[src/rtl/fpa_pkg.sv]
// Package: widths, operation codes and word types of the Q24.8 fixed-point ALU.
`timescale 1ns / 1ps
package fpa_pkg;

    localparam int DATA_W    = 32;
    localparam int FRAC_BITS = 8;
    localparam int OP_W      = 4;

    // Divider: numerator is 2*|a|*2^FRAC_BITS + |b|, denominator is 2*|b|
    localparam int DQ_W = DATA_W + FRAC_BITS + 1;
    localparam int DD_W = DATA_W + 1;

    // Command queue between front and back
    localparam int Q_DEPTH = 4;
    localparam int Q_AW    = $clog2(Q_DEPTH);
    localparam int Q_CW    = $clog2(Q_DEPTH + 1);

    // Cycles from the queue head register to the result strobe
    localparam int BACK_LAT = DQ_W + 3;

    typedef enum logic [OP_W-1:0] {
        OP_ADD = 4'd0,
        OP_SUB = 4'd1,
        OP_MUL = 4'd2,
        OP_DIV = 4'd3,
        OP_MIN = 4'd4,
        OP_MAX = 4'd5,
        OP_INC = 4'd6,
        OP_DEC = 4'd7,
        OP_I2F = 4'd8,
        OP_F2I = 4'd9,
        OP_NONE = 4'd15
    } t_op;

    typedef struct packed {
        logic [OP_W-1:0]          operation;
        logic signed [DATA_W-1:0] operand_a;
        logic signed [DATA_W-1:0] operand_b;
    } t_cmd;

    typedef struct packed {
        logic signed [DATA_W-1:0] result_value;
        logic                     a_less;
        logic                     a_equal;
        logic                     a_greater;
        logic                     overflow;
        logic                     divide_by_zero;
    } t_res;

    // Classified word held in the queue
    typedef struct packed {
        t_op                      kind;
        logic signed [DATA_W-1:0] a;
        logic signed [DATA_W-1:0] b;
    } t_qent;

    // Side data that rides along the divider stages
    typedef struct packed {
        logic                     vld;
        t_op                      kind;
        logic signed [DATA_W-1:0] res;
        logic                     ovf;
        logic                     lt;
        logic                     eq;
        logic                     gt;
        logic                     neg;
        logic                     dz;
    } t_side;

    // Queue status seen by the front
    typedef struct packed {
        logic full;
        logic empty;
    } t_qstat;

endpackage

[src/rtl/fpa_queue.sv]
// Short command queue between front and back.
`timescale 1ns / 1ps
module fpa_queue
    import fpa_pkg::*;
(
    input  logic   i_clk,
    input  logic   i_rst_n,
    input  logic   i_push,
    input  t_qent  i_ent,
    input  logic   i_pop,
    output t_qent  o_ent,
    output t_qstat o_qstat
);

    t_qent            r_mem [Q_DEPTH];
    logic [Q_AW-1:0]  r_wr_ptr, n_wr_ptr;
    logic [Q_AW-1:0]  r_rd_ptr, n_rd_ptr;
    logic [Q_CW-1:0]  r_count, n_count;
    logic             do_push, do_pop;

    assign o_qstat.full  = (r_count == Q_CW'(Q_DEPTH));
    assign o_qstat.empty = (r_count == '0);
    assign do_push = i_push && !o_qstat.full;
    assign do_pop  = i_pop && !o_qstat.empty;
    assign o_ent   = r_mem[r_rd_ptr];

    // Advance pointers and count
    always_comb begin
        n_wr_ptr = do_push ? r_wr_ptr + Q_AW'(1) : r_wr_ptr;
        n_rd_ptr = do_pop ? r_rd_ptr + Q_AW'(1) : r_rd_ptr;
        n_count  = r_count + Q_CW'(do_push) - Q_CW'(do_pop);
    end

    always_ff @(posedge i_clk) begin
        if (!i_rst_n) begin
            r_wr_ptr <= '0;
            r_rd_ptr <= '0;
            r_count  <= '0;
        end else begin
            r_wr_ptr <= n_wr_ptr;
            r_rd_ptr <= n_rd_ptr;
            r_count  <= n_count;
        end
    end

    // Store the pushed word
    always_ff @(posedge i_clk) begin
        if (do_push) begin
            r_mem[r_wr_ptr] <= i_ent;
        end
    end

`ifndef SYNTHESIS
    a_count_range: assert property (@(posedge i_clk) disable iff (!i_rst_n)
        r_count <= Q_CW'(Q_DEPTH)) else $error("queue count out of range");
`endif

endmodule

[config.mk]
export PLATFORM = sky130hd
export DESIGN_NAME = fpa_queue
export DESIGN_NICKNAME = d
export VERILOG_FILES = /design/src/rtl/fpa_pkg.sv /design/src/rtl/fpa_queue.sv
export SDC_FILE = /design/constraint.sdc
export NUM_CORES = 1
export LEC_CHECK = 0
export BUFFER_PORTS_ARGS = -buffer_cell sky130_fd_sc_hd__clkbuf_2
export CORE_UTILIZATION = 40
export CTS_CLUSTER_SIZE = 16
export DETAILED_ROUTE_END_ITERATION = 10
export PLACE_DENSITY = 0.59
export SLEW_MARGIN = 25
export SYNTH_ARGS = -nofsm -noshare
export SYNTH_HDL_FRONTEND = slang
export SYNTH_SLANG_ARGS = --single-unit
[constraint.sdc]
create_clock -name i_clk -period 3.14 [get_ports i_clk]
set_input_delay 0.628 -clock i_clk [delete_from_list [all_inputs] [get_ports i_clk]]
set_output_delay 0.628 -clock i_clk [all_outputs]
set_load 0.1 [all_outputs]
==> reports/qor.yml <==
drt:
  antenna_left: 0
  drt-vias-per-instance: 5.06
  route.detailed.drc: 0
  routed_wl_mm: 19.0
  vias: 4699
  first_pass_iters: 6
  avgRoutedWirePerCell_um: 20.5
  drt-initial-drc-count: 268
cts:
  htreeDepth: 1
  cts_resized: 0
  clock-root-buffer: "clkbuf_16"
  ctsLongestPathBuffers: 3
  cts_tree: "done"
  clk_latency_ps: 540
  cts_setup_buffers: 0
  clk_pin_slew_ps: 60
  clkSinkCount: 281
  cts-buffers-inserted: 29
  ctsHoldBuffers: 0
finish:
  drive_gt1_frac: 0.458
  nNetsFinal: 655
  layout_common_cells: "edfxtp_1 (272), clkbuf_2 (141), mux4_2 (68)"
  layout_commonest_cell: "edfxtp_1"
  n_antenna_cell: 0
  final_area_um2: 12500
  area_growth_pct: 20.9
sta:
  fin_setup_tns_ps: 0
  rsz0062_at_grt: "false"
  finalClockSkew_ps: 18.9
  timing.final.ws_setup_ps: 234
  hold_viol: 0
  fmax_mhz: 344
  min_period_over_period: 0.926
  holdWs_ps: 305
  min_period_ps: 2910
  slew_viol_final: 0
  slew-limit-headroom: 0.611
  setup_viol: 0
  tightest_slew_ps: 586
placement:
  pre_cts_slack_ps: 636
  port_buffers: 141
  placed_area_um2: 11500
  place.gp.congestion: 0.668
  place_hpwl_mm: 11.7
floorplan:
  dieArea_um2: 26400
  floorplan.initialDensity: 0.408
  core_um2: 25300
  die_x_um: 163
  die_h_um: 163
  num_rows: 58
  boundaryPins: 142
critical_path:
  crit_required_ps: 2510
  reg2reg_slack_ps: 840
  worst-r2r-cell-count: 11
  endpoint_kind: "output port"
  cp-start-kind: "flop"
  r2r-end: "r_count[2]"
  worstPathArrival_ps: 2280
  crit_type: "flop to output port"
  critical_path.max_fanout: 22
  crit-reg2reg-launch: "r_count[1]"
global_route:
  grt_overflow: 0
  grt_pass1_wl_mm: 29.1
  grt_use_total: 0.147
  grt_max_degree: 47
  antenna_found_initial: 1
  grt_pass1_vias: 5134
logic_synthesis:
  syn_inst: 407
  syn_nets: 486
  avgSynthCellArea_um2: 25.3
  synth_flop_cell: "edfxtp_1"
  ys_warn_count: 0
  async_flop_share: 0
  ys_types: 22
  syn_area_um2: 10300
  synth_edf_count: 272
  ys_ff_latch: 281
  yosysSeqAreaShare: 0.810
hold_path:
  holdPathEnd: "r_mem[2][30]"
  hold_path.startpoint: "i_ent[30]"
  hold_depth: 1
  hold_class: "primary input to flop"
power_and_ir_drop:
  leakage_uw: 0.00422
  ir_drop_mv: 0.687
  powerDensity_nw_per_um2: 1010
status:
  status: "finished clean"
job:
  drv_cap: 0
flip-flops by register name (all words and copies together) (netlist names), named ones only:
signal,cells
r_count,3
r_wr_ptr,2
r_mem,272
r_rd_ptr,2
where the power goes:
| group | leakage, uW | switching, uW | internal, uW |
|---|---|---|---|
| clock | 0.000470 | 1320 | 2050 |
| combinational | 0.00119 | 3650 | 964 |
| sequential | 0.00257 | 116 | 4550 |
cells in the mapped netlist, types with 2 or more instances:
library cell	instances	area [um^2]
nor2b_1	2	12.5
buf_12	3	60.1
buf_4	4	30.0
buf_2	5	25.0
inv_1	6	22.5
nand2_1	6	22.5
dfxtp_1	9	180
and2_1	7	43.8
clkbuf_1	5	18.8
ha_1	6	75.1
mux2i_1	2	20.0
xnor2_1	2	17.5
o21ai_0	3	15.0
edfxtp_1	272	8170
mux4_2	68	1530
per-layer routing:
layer  routed length, um  track usage  vias to the layer above
li1                    -            -                     2067
met1                7990        0.196                     2447
met2                9400        0.245                      151
met3                1320       0.0313                       34
met4                 331       0.0399                        0
met5                   0            0                        -
cell families (layout without fill, tap and decap cells):
family | after synthesis | count (layout) | share of synthesized area
AOI/OAI and AO/OA | 4 | 4 | 0.00218
xor gates and xnor gates | 2 | 2 | 0.00170
adders and majority gates | 7 | 7 | 0.00922
buffers and inverters | 24 | 215 | 0.0163
DFF | 281 | 281 | 0.810
muxes | 70 | 70 | 0.150
and+or+nand+nor | 19 | 19 | 0.0106
layout make-up:
type | count | area, um^2
inverters | 6 | 22.5
well taps | 330 | 413
multi-input cells | 102 | 1830
flip-flops and latches | 281 | 8360
repair buffers | 156 | 893
fillers | 2076 | 12800
clock inverters | 12 | 134
clock buffers | 41 | 821
per-stage QoR:
stage / cells / power, uW / utilization
final: 928 / 12600 / 0.494
after global routing: 928 / 13100 / 0.494
after CTS: 928 / 12800 / 0.494
after detailed placement: 875 / 9430 / 0.456
after global placement: 875 / 9370 / 0.456
after floorplan: 407 / 8710 / -
worst max path at each step:
stage               start           to  slack (ps)
6_report             flop     o_ent[6]         230
2_1_floorplan  r_count[0]  r_mem[2][0]         100
3_5_place_dp       i_push   r_count[2]         640
5_1_grt              flop     o_ent[9]         110
4_1_cts              flop     o_ent[2]         150
3_3_place_gp       i_push   r_count[2]         630
worst max-delay path, cell delays in order, from the launching register on:
cell and delay (ps):
dfxtp_4 350, buf_4 410, mux4_2 570, clkbuf_2 390
No activity file was read; power rests on OpenSTA's default activity.
